<file path="src/sv/amc_pkg.sv">
// shared constants, types and the arctangent table for the arc midpoint pipeline
package amc_pkg;

  localparam int COORD_WIDTH   = 24;
  localparam int CORDIC_STAGES = 20;
  localparam int FRAC_BITS     = 16;
  // datapath width: coordinate difference, fraction bits and cordic growth
  localparam int DW            = COORD_WIDTH + FRAC_BITS + 5;
  // angle accumulator width, room above a 32-bit binary angle
  localparam int ZW            = 34;
  // stage index width, enough for up to 32 stages
  localparam int IDX_W         = 5;

  localparam logic [29:0] KINV_Q30     = 30'd652032875;
  localparam logic [31:0] HALF_TURN    = 32'h8000_0000;
  localparam logic [31:0] QUARTER_TURN = 32'h4000_0000;

  // pipeline positions, counted in register stages after the prep stage
  localparam int POS_MID  = CORDIC_STAGES + 1;
  localparam int POS_B_IN = CORDIC_STAGES + 2;
  localparam int POS_ROT  = 2 * CORDIC_STAGES + 6;
  localparam int POS_LAST = 3 * CORDIC_STAGES + 7;

  typedef struct packed {
    logic             en;
    logic             rot;
    logic [IDX_W-1:0] idx;
  } cell_ctrl_t;

  typedef struct packed {
    logic signed [COORD_WIDTH-1:0] cx;
    logic signed [COORD_WIDTH-1:0] cy;
    logic signed [COORD_WIDTH-1:0] cz;
    logic                          cw;
    logic                          zs;
    logic                          ze;
    logic signed [DW-1:0]          dz;
    logic [31:0]                   mid;
  } side_t;

  function automatic logic [31:0] atan_f(input logic [IDX_W-1:0] idx);
    logic [31:0] a;
    case (idx)
      5'd0:  a = 32'd536870912;
      5'd1:  a = 32'd316933406;
      5'd2:  a = 32'd167458907;
      5'd3:  a = 32'd85004756;
      5'd4:  a = 32'd42667331;
      5'd5:  a = 32'd21354465;
      5'd6:  a = 32'd10680350;
      5'd7:  a = 32'd5340245;
      5'd8:  a = 32'd2670163;
      5'd9:  a = 32'd1335087;
      5'd10: a = 32'd667544;
      5'd11: a = 32'd333772;
      5'd12: a = 32'd166886;
      5'd13: a = 32'd83443;
      5'd14: a = 32'd41722;
      5'd15: a = 32'd20861;
      5'd16: a = 32'd10430;
      5'd17: a = 32'd5215;
      5'd18: a = 32'd2608;
      5'd19: a = 32'd1304;
      5'd20: a = 32'd652;
      5'd21: a = 32'd326;
      5'd22: a = 32'd163;
      5'd23: a = 32'd81;
      5'd24: a = 32'd41;
      5'd25: a = 32'd20;
      5'd26: a = 32'd10;
      5'd27: a = 32'd5;
      5'd28: a = 32'd3;
      5'd29: a = 32'd1;
      5'd30: a = 32'd1;
      default: a = 32'd0;
    endcase
    return a;
  endfunction

endpackage

</file>
<file path="src/sv/amc_kinv_mul.sv">
// two-stage gain removal: floor(a * kinv / 2^30) from two partial products
module amc_kinv_mul (
  input  logic                       clk_i,
  input  logic                       en_i,
  input  logic [amc_pkg::DW-1:0]     a_i,
  output logic [amc_pkg::DW-1:0]     p_o
);

  localparam int HW = amc_pkg::DW - 30;

  logic [HW-1:0]           hi;
  logic [29:0]             lo;
  logic [amc_pkg::DW-1:0]  p_hi_q;
  logic [29:0]             p_lo_q;
  logic [59:0]             lo_prod;
  logic [amc_pkg::DW-1:0]  p_q;

  always_comb begin
    hi      = a_i[amc_pkg::DW-1:30];
    lo      = a_i[29:0];
    lo_prod = 60'(lo) * 60'(amc_pkg::KINV_Q30);
  end

  always_ff @(posedge clk_i) begin
    if (en_i) begin
      p_hi_q <= amc_pkg::DW'(hi) * amc_pkg::DW'(amc_pkg::KINV_Q30);
      p_lo_q <= lo_prod[59:30];
      p_q    <= p_hi_q + amc_pkg::DW'(p_lo_q);
    end
  end

  assign p_o = p_q;

endmodule
</file>
<file path="config.mk">
export PLATFORM = sky130hd
export DESIGN_NAME = amc_kinv_mul
export DESIGN_NICKNAME = d
export VERILOG_FILES = /design/src/sv/amc_pkg.sv /design/src/sv/amc_kinv_mul.sv
export SDC_FILE = /design/constraint.sdc
export NUM_CORES = 2
export LEC_CHECK = 0
export BUFFER_PORTS_ARGS = -buffer_cell sky130_fd_sc_hd__buf_2
export CAP_MARGIN = 20
export CORE_ASPECT_RATIO = 0.5
export CORE_MARGIN = 2
export CORE_UTILIZATION = 60
export DETAILED_ROUTE_END_ITERATION = 12
export PLACE_DENSITY_LB_ADDON = 0.15
export SYNTH_ARGS = -nofsm -noshare
export SYNTH_HDL_FRONTEND = slang
export SYNTH_SLANG_ARGS = --single-unit
</file>
<file path="constraint.sdc">
create_clock -name clk_i -period 7.4 [get_ports clk_i]
set_input_delay 1.11 -clock clk_i [delete_from_list [all_inputs] [get_ports clk_i]]
set_output_delay 1.11 -clock clk_i [all_outputs]
set_load 0.005 [all_outputs]
</file>
Word-level counts from Yosys, hierarchy flattened
Index checks and enable logic that the tools add are counted.
{ "word_totals": {"elab_cells": 6, "out_inout_bits": 45, "ff_bits": 120, "inputBits": 47} }
{ "classes": {"multipliers": 2, "add_sub_neg": 1} }
{ "op_table": {"columns": ["op", "n"], "rows": [
  ["30-bit by 30-bit multiplier with 60-bit output (second input constant)", 1],
  ["45-bit by 30-bit adder with 45-bit output", 1],
  ["15-bit by 30-bit multiplier with 45-bit output (second input constant)", 1]
]} }

Logic depth before layout (Yosys ltp)
{ "depth": {"word_depth": 1, "ltp_mapped": 25, "mapped_depth_nobuf": 23} }

Worst setup path after synthesis
Ideal clock, no wire load.
{ "synth_timing": {"path_kind": "input -> register", "from": "input a_i[11] (netlist bit)", "to": "register p_lo_q[25], data pin", "cell_stages": 23, "arrival_ns": 7.208, "path_slack_ns": 0.025, "cell_sequence": "inv_1 -> fa_1 -> fa_1 -> inv_1 -> fa_1 -> fa_1 -> fa_1 -> fa_1 -> fa_1 -> inv_1 -> fa_1 -> inv_1 -> ha_1 -> buf_2 -> nand4_4 -> nor3_4 -> inv_2 -> o41ai_2 -> a211oi_2 -> and4_1 -> buf_6 -> o311a_1 -> a211oi_1"} }
{ "synth_between": {"elab_chain_cells": 1} }
{ "synth_lines": {"columns": ["element", "line", "source"], "rows": [
  ["from (decl)", "amc_kinv_mul.sv:5", "input logic [amc_pkg::DW-1:0] a_i,"],
  ["30-bit by 30-bit multiplier with 60-bit output", "amc_kinv_mul.sv:21", "lo_prod = 60'(lo) * 60'(amc_pkg::KINV_Q30);"],
  ["via lo_prod[55]", "amc_kinv_mul.sv:15", "logic [59:0] lo_prod;"],
  ["to (signal assigned)", "amc_kinv_mul.sv:27", "p_lo_q <= lo_prod[59:30];"],
  ["to (decl)", "amc_kinv_mul.sv:14", "logic [29:0] p_lo_q;"]
]} }
The timed path passes the listed nets, and every way through them passes these cells.
A chain may end at the register's enable or synchronous reset.

Worst setup path in the final report
{ "layout_timing": {"from": "input a_i[11] (netlist bit)", "to": "register p_lo_q[27], data pin"} }
The elaborated chain is that of the path after synthesis.

==> results.toml <==
[global_route]
grt_max_degree = 68
track_usage = 0.327
grt_pass1_wl_um = 131000
antenna_found_initial = 0
grt_pass1_vias = 23500
grt_overflow_total = 0

[placement]
numPortBuffers = 91
placedCellCount = 4019
finalWeightedCongestion = 1.01
hpwl_um = 76600

[logic_synthesis]
syn_area_um2 = 31300
yosysUniqueCellTypes = 72
syn_nets = 4175
synth_ff_type = "edfxtp_1"
synth_edf_count = 120
synth_seq_cells = 120
synthCells = 2994
seq_area_frac_synth = 0.115
synthArstFlopShare = 0
synth_area_per_cell_um2 = 10.4
yosysWarnings = 0

[timing]
skew_ns = 0.00739
setup_viol = 0
worst_slew_pin_slew_ns = 0.881
tns_ns = 0
slew_violations = 0
maxSlewHeadroom = 0.413
period_share = 0.985
rsz0062_at_grt = "yes"
hold_violations = 0
min_period_ns = 7.29
max_freq_mhz = 137
holdWs_ns = 0.574

[run]
cap_viol_max_count = 0

[drt]
wl_um = 84600
routedWlPerCell_um = 20.9
vias_per_cell = 5.51
vias = 22300
post-route-drc-count = 0
drtIter0Drc = 1571
drtAntennaViolNets = 0
drt_first_pass_iters = 5

[die]
die_area_um2 = 54000
core_um2 = 51700
io_pins = 92
initial_utilization = 0.604
dieWidth_um = 327
rows = 59
die_h_um = 165

[clocking]
clkTransAtPathRegs_ns = 0.05
clk_latency_ns = 0.43
cts-htree-levels = 4
root_buffer = "clkbuf_16"
cts_sinks = 120
cts_buffer_depth = 2
cts_tree = "done"
cts_buffers = 17

[setup_path]
cp.required_ns = 7.56
cp-start-kind = "input pin"
crit_arrival_ns = 7.45
critPathMaxFanout = 6
cp-end-kind = "register"
criticalPathCategory = "in2reg"

[worst_hold_path]
hold_path.class = "reg2reg"

[final_layout]
fill_cells = 4078
drive_gt1_frac = 0.154
final_cell_count_no_fill = 4053
finalCoreUtilization = 0.688
seq_area_um2 = 3600
area.growth.synth_to_final_pct = 13.9
insertedDiodeCount = 0
multi_input_comb_area_um2 = 24900
final_nets = 4520

[outcome]
status = "completed"
## worst max-delay path, stage by stage
cell	delay, ns
buf_2	0.15
inv_2	0.07
fa_1	0.45
fa_1	0.49
inv_1	0.08
fa_1	0.49
fa_1	0.56
fa_1	0.43
fa_1	0.45
fa_1	0.51
inv_1	0.06
fa_1	0.49
inv_1	0.05
ha_1	0.32
buf_4	0.17
nand3_1	0.11
o22ai_1	0.12
o31ai_2	0.28
a21oi_1	0.12
a211oi_2	0.32
and4_4	0.34
o31ai_1	0.10
xor2_1	0.15
## stage by stage
step	area (um^2)	setup WS, ns
finish	35600	0.112
detailed placement	34500	-0.596
global placement	34500	-0.661
floorplan	31300	0.0253
global route	35600	-0.0386
CTS	35100	0.00428
## worst paths after layout
path	startpoint	endpoint	slack, ns	depth (start not counted)
setup / recovery	a_i[11]	p_lo_q[27]	0.11	23
hold / removal	p_hi_q[0]	p_o[0]	0.57	1
setup reg to reg	p_lo_q[0]	p_o[44]	4.15	11
hold reg to reg	p_hi_q[0]	p_o[0]	0.57	1
## cell usage after synthesis, types with 3 or more instances
cell type  number  area share
inv_1         823       0.099
fa_1          635        0.41
ha_1          499        0.20
a21oi_1       135       0.022
edfxtp_1      120        0.12
nand2_1        95       0.011
nor2_1         79      0.0095
a21o_1         74       0.018
xnor2_1        63       0.018
o21ai_0        60      0.0096
xor2_1         38       0.011
clkbuf_1       36      0.0043
nand3_1        31      0.0050
nand4_1        30      0.0060
o21bai_1       28      0.0067
nor3_1         26      0.0042
and3_1         21      0.0042
a31oi_1        14      0.0028
a211oi_1       13      0.0031
o21a_1         13      0.0031
nor2b_1        11      0.0022
or2_2          11      0.0022
o31ai_1        10      0.0024
a211o_1         9      0.0025
nand2b_1        9      0.0018
and2_1          8      0.0016
o31a_1          6      0.0017
or3_1           6      0.0012
a21boi_0        5      0.0012
a41oi_1         5      0.0014
buf_2           5     0.00080
mux2i_1         5      0.0016
nor4_1          5      0.0010
a221o_1         4      0.0013
o211ai_1        4     0.00096
a211oi_2        3      0.0012
a311oi_1        3     0.00084
a31o_2          3     0.00084
nor3b_1         3     0.00072
o22ai_1         3     0.00060
o41ai_2         3      0.0016
## placed cells by master, fill, tap and decap left out, types with 38 or more instances in the layout
cell	n
edfxtp_1	120
nand2_1	92
a21oi_1	128
xnor2_1	63
o21ai_0	55
nor2_1	78
fa_1	618
buf_4	277
xor2_1	38
a21o_1	74
buf_2	85
ha_1	479
inv_1	809
## routing by layer
metal  track usage  vias to the layer above  routed length [um]  part of all wire
li1              -                    10200                   -                 -
met1         0.428                    11300               34500              0.41
met2         0.547                      684               41000              0.48
met3        0.0764                      145                6280             0.074
met4         0.104                        0                2910             0.034
met5             0                        -                   0                 0
## cell type report
cell class	count	area share
multi-input cells	2008	0.698
flip-flops and latches	120	0.101
inverters	824	0.0873
repair buffers	368	0.0722
well taps	701	0.0246
clock buffers	17	0.0120
clock inverters	15	0.00446
## kinds of logic after synthesis
family	synth area share
flip-flops	0.115
buffers and inverters	0.104
XOR/XNOR	0.0283
adder cells (fa/ha/maj)	0.606
AND/OR/NAND/NOR	0.0541
multiplexers	0.00160
AO/OA/AOI/OAI	0.0898
## state kept, by name, summed over array words and instances, names as in the netlist
name and flops:
p_lo_q 30, p_hi_q 45, p_o 45
## timing repair
item                                   CTS  global route
hold buffers                             0             0
gates resized for setup                 17           110
gates cloned                             0             0
setup buffers                            0             3
setup endpoints to repair               23            25
pin swaps                                4            58
endpoints found under the hold margin    0             0
Power is left out: the tool's default activity adds up to more than one toggle a clock period on the data nets, which glitch-free logic cannot reach.
