$ cat config.mk
export PLATFORM = sky130hd
export DESIGN_NAME = amc_cell
export DESIGN_NICKNAME = d
export VERILOG_FILES = /design/src/sv/amc_pkg.sv /design/src/sv/amc_cell.sv
export SDC_FILE = /design/constraint.sdc
export NUM_CORES = 1
export LEC_CHECK = 0
export BUFFER_PORTS_ARGS = -buffer_cell sky130_fd_sc_hd__buf_4
export CELL_PAD_IN_SITES_DETAIL_PLACEMENT = 1
export CELL_PAD_IN_SITES_GLOBAL_PLACEMENT = 2
export CORE_MARGIN = 2
export CORE_UTILIZATION = 37
export CTS_CLUSTER_DIAMETER = 100
export DETAILED_ROUTE_END_ITERATION = 6
export PLACE_DENSITY = 0.79
export SYNTH_ARGS = -nofsm -noshare
export SYNTH_HDL_FRONTEND = slang
export SYNTH_SLANG_ARGS = --single-unit
export TNS_END_PERCENT = 1
$ cat constraint.sdc
create_clock -name clk_i -period 10.7 [get_ports clk_i]
set_clock_uncertainty 0.05 [all_clocks]
set_input_delay 2.14 -clock clk_i [delete_from_list [all_inputs] [get_ports clk_i]]
set_output_delay 2.14 -clock clk_i [all_outputs]
set_load 0.02 [all_outputs]
$ cat src/sv/amc_pkg.sv
// shared constants, types and the arctangent table for the arc midpoint pipeline
package amc_pkg;

  localparam int COORD_WIDTH   = 24;
  localparam int CORDIC_STAGES = 20;
  localparam int FRAC_BITS     = 16;
  // datapath width: coordinate difference, fraction bits and cordic growth
  localparam int DW            = COORD_WIDTH + FRAC_BITS + 5;
  // angle accumulator width, room above a 32-bit binary angle
  localparam int ZW            = 34;
  // stage index width, enough for up to 32 stages
  localparam int IDX_W         = 5;

  localparam logic [29:0] KINV_Q30     = 30'd652032875;
  localparam logic [31:0] HALF_TURN    = 32'h8000_0000;
  localparam logic [31:0] QUARTER_TURN = 32'h4000_0000;

  // pipeline positions, counted in register stages after the prep stage
  localparam int POS_MID  = CORDIC_STAGES + 1;
  localparam int POS_B_IN = CORDIC_STAGES + 2;
  localparam int POS_ROT  = 2 * CORDIC_STAGES + 6;
  localparam int POS_LAST = 3 * CORDIC_STAGES + 7;

  typedef struct packed {
    logic             en;
    logic             rot;
    logic [IDX_W-1:0] idx;
  } cell_ctrl_t;

  typedef struct packed {
    logic signed [COORD_WIDTH-1:0] cx;
    logic signed [COORD_WIDTH-1:0] cy;
    logic signed [COORD_WIDTH-1:0] cz;
    logic                          cw;
    logic                          zs;
    logic                          ze;
    logic signed [DW-1:0]          dz;
    logic [31:0]                   mid;
  } side_t;

  function automatic logic [31:0] atan_f(input logic [IDX_W-1:0] idx);
    logic [31:0] a;
    case (idx)
      5'd0:  a = 32'd536870912;
      5'd1:  a = 32'd316933406;
      5'd2:  a = 32'd167458907;
      5'd3:  a = 32'd85004756;
      5'd4:  a = 32'd42667331;
      5'd5:  a = 32'd21354465;
      5'd6:  a = 32'd10680350;
      5'd7:  a = 32'd5340245;
      5'd8:  a = 32'd2670163;
      5'd9:  a = 32'd1335087;
      5'd10: a = 32'd667544;
      5'd11: a = 32'd333772;
      5'd12: a = 32'd166886;
      5'd13: a = 32'd83443;
      5'd14: a = 32'd41722;
      5'd15: a = 32'd20861;
      5'd16: a = 32'd10430;
      5'd17: a = 32'd5215;
      5'd18: a = 32'd2608;
      5'd19: a = 32'd1304;
      5'd20: a = 32'd652;
      5'd21: a = 32'd326;
      5'd22: a = 32'd163;
      5'd23: a = 32'd81;
      5'd24: a = 32'd41;
      5'd25: a = 32'd20;
      5'd26: a = 32'd10;
      5'd27: a = 32'd5;
      5'd28: a = 32'd3;
      5'd29: a = 32'd1;
      5'd30: a = 32'd1;
      default: a = 32'd0;
    endcase
    return a;
  endfunction

endpackage

$ cat src/sv/amc_cell.sv
// one cordic micro-rotation cell, vectoring or rotation, registered
module amc_cell (
  input  logic                              clk_i,
  input  amc_pkg::cell_ctrl_t               ctrl_i,
  input  logic signed [amc_pkg::DW-1:0]     x_i,
  input  logic signed [amc_pkg::DW-1:0]     y_i,
  input  logic signed [amc_pkg::ZW-1:0]     z_i,
  output logic signed [amc_pkg::DW-1:0]     x_o,
  output logic signed [amc_pkg::DW-1:0]     y_o,
  output logic signed [amc_pkg::ZW-1:0]     z_o
);

  logic signed [amc_pkg::DW-1:0] xs, ys, x_d, y_d, x_q, y_q;
  logic signed [amc_pkg::ZW-1:0] a, z_d, z_q;
  logic up;

  always_comb begin
    xs = x_i >>> ctrl_i.idx;
    ys = y_i >>> ctrl_i.idx;
    a  = amc_pkg::ZW'({2'b00, amc_pkg::atan_f(ctrl_i.idx)});
    // rotation drives z to zero, vectoring drives y to zero
    up = ctrl_i.rot ? (z_i < 0) : (y_i >= 0);
    if (up) begin
      x_d = x_i + ys;
      y_d = y_i - xs;
      z_d = z_i + a;
    end else begin
      x_d = x_i - ys;
      y_d = y_i + xs;
      z_d = z_i - a;
    end
  end

  always_ff @(posedge clk_i) begin
    if (ctrl_i.en) begin
      x_q <= x_d;
      y_q <= y_d;
      z_q <= z_d;
    end
  end

  assign x_o = x_q;
  assign y_o = y_q;
  assign z_o = z_q;

endmodule

# --- Yosys cells after proc, flatten, opt, wreduce, memory -nomap -nowiden ---
# Memory sizes are Yosys's and may differ from the RTL's.
# Index checks and enable logic that the tools add are counted.
op_classes:
  add_sub_neg: 6
  mul: 0
  div: 0
  n_lt_le_gt_ge: 2
  eq_ne: 0
  shifts: 2
  n_mux: 4
  bitwise_logic: 0
  n_reduce_logical: 0
op_table:
  columns: ["cell", "n"]
  rows:
  - ["adder 45 bit", 2]
  - ["two-way mux 45 bit", 2]
  - [">>> shifter 45 x 5 -> 45 bit", 2]
  - ["subtractor 45 bit", 2]
  - ["greater-or-equal comparator 45 x 1 -> 1 bit, second input constant", 1]
  - ["adder 34 x 33 -> 34 bit", 1]
  - ["< comparator 34 x 1 -> 1 bit, second input constant", 1]
  - ["two-way mux 34 bit", 1]
  - ["subtractor 34 x 33 -> 34 bit", 1]
  - ["two-way mux 1 bit", 1]
totals:
  regBits: 124
  latch_bits: 0
  ram_bits: 0
  rom_bits: 960
  in_bits: 132
  output_inout_bits: 124
  wordCells: 18
  mem_count: 1
mem_list:
  columns: ["memory", "depth", "width", "read_ports", "rd_clocked_by_memory_dff", "wr", "line_no", "source"]
  rows:
  - ["(no name shown)", 32, 30, 1, 0, 0, "amc_pkg.sv:43", "case (idx)"]

# --- Logic depth before layout (Yosys ltp) ---
depth:
  depth_word: 3
  ltp_mapped: 30
  mapped_depth_nobuf: 24

# --- Worst setup path after synthesis ---
# Ideal clock, no wire load.
synth_path:
  path_type: "in2reg"
  start: "input ctrl_i[0] in the netlist's numbering"
  end: "register z_q, in the netlist z_o[33] (data pin)"
  t_arrival_ns: 7.887
  slack_ns: 2.505
  path_stages: 26
  path_buffers: 4
  path_cell_list: "buf_6 > inv_1 > buf_1 > clkbuf_1 > buf_2 > ha_1 > mux2_2 > a32o_1 > a31oi_1 > and2_1 > nand4_1 > or4_1 > nor3_2 > nor2_1 > xnor2_1 > ha_1 > and3_1 > nand2_1 > and3b_1 > a221oi_1 > o21ai_0 > a31oi_1 > a211oi_1 > o21ai_0 > nand2b_1 > xnor2_1"
synth_between:
  elab_chain_len: 3
synth_rtl:
  columns: ["element", "line_no", "source"]
  rows:
  - ["start: declaration", "amc_cell.sv:4", "input amc_pkg::cell_ctrl_t ctrl_i,"]
  - ["memory (32 x 30 bit) (*)", null, null]
  - ["subtractor 34 x 33 -> 34 bit / adder 34 x 33 -> 34 bit (equally long branches)", "amc_cell.sv:30, amc_cell.sv:26", null]
  - ["two-way mux 34 bit (*)", "amc_cell.sv:23", "if (up) begin"]
  - ["via z_d, one bit", "amc_cell.sv:14", "logic signed [amc_pkg::ZW-1:0] a, z_d, z_q;"]
  - ["end signal: assignment", "amc_cell.sv:38", "z_q <= z_d;"]
  - ["end: declaration", "amc_cell.sv:14", null]
# The timed path passes the listed nets; every way through them passes the cells marked *.
# A chain may end at the register's enable or synchronous reset.

# --- Final worst setup path ---
layout_path:
  start: "input ctrl_i[0] in the netlist's numbering"
  end: "register y_q, in the netlist y_o[42] (data pin)"
layout_between:
  elab_chain_len: 3
layout_rtl:
  columns: ["element", "line_no", "source"]
  rows:
  - [">>> shifter 45 x 5 -> 45 bit (*)", "amc_cell.sv:18", "xs = x_i >>> ctrl_i.idx;"]
  - ["adder 45 bit / subtractor 45 bit (equally long branches)", "amc_cell.sv:29, amc_cell.sv:25", null]
  - ["two-way mux 45 bit (*)", "amc_cell.sv:23", null]
  - ["via y_d, one bit", "amc_cell.sv:13", "logic signed [amc_pkg::DW-1:0] xs, ys, x_d, y_d, x_q, y_q;"]
  - ["end signal: assignment", "amc_cell.sv:37", "y_q <= y_d;"]
  - ["end: declaration", "amc_cell.sv:13", null]
# Marked as above.

==> results.json <==
{
  "outcome": "complete, no violations",
  "finalHoldViolations": 0,
  "ys.flop_type": "sky130_fd_sc_hd__edfxtp_1",
  "nFillCells": 6483,
  "core_region_area_um2": 55200,
  "worstSetupPathDepth": 22,
  "crit_path_max_incr_delay_ps": 600,
  "power_density_nw_per_um2": 155,
  "unrepaired_setup_endpoints_after_global_routing": "false",
  "fp.dieW_um": 240,
  "internal-power_uw": 2040,
  "postSynthAreaPerCell_um2": 8.85,
  "min-delay-start": "z_i[0]",
  "synth_seq_cells": 124,
  "combinational_family_with_the_most_area_after_synthesis": "compound AO/OA/AOI/OAI gates",
  "tritoncts": "yes",
  "routed_wire_length_per_instance_um": 28.9,
  "number_of_flops_mapped_to_enable_cells_by_yosys": 124,
  "start_util": 0.374,
  "hold_path_class": "in -> reg",
  "worst_ir_drop_vdd_mv": 0.128,
  "first_global_vias": 21200,
  "final_common_cell": "sky130_fd_sc_hd__buf_4",
  "synthesized_area_fraction_occupied_by_adder_cells": 0.0901,
  "cts_max_path_buffers": 2,
  "htree_num_levels": 4,
  "routability_cong": 1.03,
  "timing.critical_path.cells": "buf_6, inv_1, buf_4, mux2_2, mux2i_1, o21ai_0, nor4_1, nand4_1, nor3_1, nor2_1, xnor2_1, ha_1, inv_1, nor3_1, nand3_1, a311oi_1, o31a_1, o21ai_0, o21ai_0, nand4_1, o21ai_0, xor2_1",
  "yosys.area_share.xor_xnor": 0.0949,
  "io-pin-count": 256,
  "timing_max_transition_violations_final": 0,
  "synth_top_area_frac": 0.180,
  "vias": 21100,
  "sw_frac_of_total": 0.446,
  "number_of_port_buffers": 255,
  "detailedRoute.firstIterationViolations": 2155,
  "yosys-top-cells-area": "sky130_fd_sc_hd__edfxtp_1 18%, sky130_fd_sc_hd__mux4_2 9.5%, sky130_fd_sc_hd__ha_1 8.7%, sky130_fd_sc_hd__mux2i_1 5.8%, sky130_fd_sc_hd__xnor2_1 5.6%",
  "critical_path.most_common_cell": "sky130_fd_sc_hd__o21ai_0",
  "synth.largest_area_cell": "sky130_fd_sc_hd__edfxtp_1",
  "setup.worst_path.end_class": "register",
  "path_delay_family": "simple AND/OR/NAND/NOR gates",
  "fmaxAchievable_mhz": 108,
  "worst_ep_arrival_time_ps": 9450,
  "wl_um": 94500,
  "relSlewSlack": 0.190,
  "count_of_instances_resized_after_the_clock_tree_is_built": 0,
  "comb_power_share": 0.600,
  "holdBufCountCts": 0,
  "synthCells": 2336,
  "setup.worst_path.start": "ctrl_i[0]",
  "synth_fp_nets": 2615,
  "cts-buffers-inserted": 17,
  "yosysWarnings": 0,
  "crit_path_start_kind": "input pin",
  "nets": 2787,
  "clockPowerShare": 0.180,
  "share_seq_of_total_power": 0.220,
  "global_route_wire_length_before_repair_um": 139000,
  "timing_worst_setup_path_type": "in -> reg",
  "yosys.area_share.simple": 0.150,
  "required_ps": 10870,
  "asyncSetResetFlopFracSynth": 0,
  "final_cell_mix": "297 x sky130_fd_sc_hd__buf_4, 195 x sky130_fd_sc_hd__a21oi_1, 164 x sky130_fd_sc_hd__nor2_1",
  "worst_slew_pin_slew_ps": 1210,
  "timing.critical_path.buf_inv": 4,
  "syn_area_um2": 20700,
  "crit_slowest_cell": "sky130_fd_sc_hd__buf_6",
  "share_of_post_route_cells_with_drive_strength_above_1": 0.219,
  "final.period_utilization": 0.867,
  "sinks_on_the_clock_net": 124,
  "synth_compound_gate_area_share": 0.230,
  "grt_max_degree": 87,
  "layout.core_utilization": 0.429,
  "ctsRootBufferMaster": "sky130_fd_sc_hd__clkbuf_16",
  "placementRows": 86,
  "netSwitchingPower_uw": 1640,
  "drtPass1Iterations": 6,
  "layout_min_cycle_time_ps": 9280,
  "postRouteAntennaNets": 0,
  "remaining_drc_errors": 0,
  "synth.area.mux_share": 0.203,
  "share_of_synthesized_area_occupied_by_flip_flops_and_latches": 0.180,
  "cts_setup_buffers": 0,
  "clkTransAtPathRegs_ps": 60,
  "design.die.area_um2": 57800,
  "setup_total_negative_slack_ps": 0,
  "synth_cell_types": 91,
  "critPathMaxFanout": 86,
  "global_route.usage.total": 0.326,
  "setup.worst_path.end": "y_o[42]$_DFFE_PP_",
  "avgViaCountPerCell": 6.44,
  "p_total_uw": 3670,
  "finalSetupViolCount": 0,
  "dp_hpwl_um": 74900,
  "die_y_um": 240,
  "timing.max_cap.violations": 0,
  "grt_remaining_overflow": 0,
  "synthToLayoutAreaGrowth_pct": 14.6,
  "antenna_found_initial": 0,
  "static-leakage-power_uw": 0.00963
}
-- layout make-up --
| cell class | instances | area, um^2 | share of cell area |
|---|---|---|---|
| Multi-Input combinational cell | 2002 | 15900 | 0.671 |
| Tap cell | 748 | 936 | 0.0395 |
| Clock buffer | 17 | 425 | 0.0180 |
| Timing Repair Buffer | 299 | 2260 | 0.0954 |
| Sequential cell | 124 | 3720 | 0.157 |
| Clock inverter | 15 | 211 | 0.00892 |
| Inverter | 64 | 240 | 0.0101 |
| Antenna cell | 1 | 2.50 | 0.000106 |
-- cells by family (layout without fill, tap and decap cells) --
group           count (synthesis)  count (layout)
compound gates                720             720
simple gates                  617             617
mux                           294             294
xor+xnor                      224             224
buf+inv                       210             395
fa+ha+maj                     147             147
flops                         124             124
other cells                     0               1
-- per-stage QoR --
stage                     setup slack (ps)  hold WS, ps  cells  area [um^2]
after floorplan                       2510         2200   2336        20700
after global placement                1340         2390   3237        23100
after detailed placement              1180         2400   3237        23100
after CTS                             1670         1870   3269        23700
after global routing                  1030         1900   3269        23700
final                                 1420         1900   3270        23700
-- cell usage after synthesis, types with 34 or more instances --
cell,instances
sky130_fd_sc_hd__a21oi_1,196
sky130_fd_sc_hd__nor2_1,165
sky130_fd_sc_hd__nand2_1,162
sky130_fd_sc_hd__ha_1,144
sky130_fd_sc_hd__xnor2_1,133
sky130_fd_sc_hd__edfxtp_1,124
sky130_fd_sc_hd__o21ai_0,121
sky130_fd_sc_hd__mux2i_1,120
sky130_fd_sc_hd__xor2_1,91
sky130_fd_sc_hd__mux4_2,87
sky130_fd_sc_hd__mux2_2,83
sky130_fd_sc_hd__a21o_1,74
sky130_fd_sc_hd__clkbuf_1,74
sky130_fd_sc_hd__inv_1,63
sky130_fd_sc_hd__nand3_1,41
sky130_fd_sc_hd__nor3_1,39
sky130_fd_sc_hd__nor2b_1,34
sky130_fd_sc_hd__o22ai_1,34
-- power by group through the flow --
| stage | Clock, uW | Combinational (uW) | Sequential, uW |
|---|---|---|---|
| 3_5_place_dp | 0 | 2170 | 820 |
| 3_3_place_gp | 0 | 2140 | 817 |
| 4_1_cts | 679 | 2180 | 814 |
| 2_1_floorplan | 0 | 1230 | 1010 |
| 5_1_grt | 693 | 2370 | 825 |
| 6_report | 661 | 2200 | 810 |
-- routing by layer --
| layer | wire length [um] | GRT usage | vias up |
|---|---|---|---|
| met5 | 0 | 0 | - |
| met3 | 7630 | 0.0649 | 237 |
| met2 | 42700 | 0.517 | 1029 |
| met4 | 4340 | 0.150 | 0 |
| met1 | 39800 | 0.425 | 10500 |
| li1 | - | - | 9296 |
-- flip-flops by register name, indices dropped and copies added, names as in the netlist --
name	cells
x_o	45
z_o	34
y_o	45
-- how the worst min path moves through the flow --
stage	endpoint	slack [ps]	cells after the start
after floorplan	x_o[0]$_DFFE_PP_	2200	0
after global placement	z_o[0]$_DFFE_PP_	2390	2
after detailed placement	z_o[0]$_DFFE_PP_	2400	2
after CTS	z_o[0]$_DFFE_PP_	1870	2
after global routing	z_o[0]$_DFFE_PP_	1900	2
final	z_o[0]$_DFFE_PP_	1900	2
No activity file was read; power rests on OpenSTA's default activity.
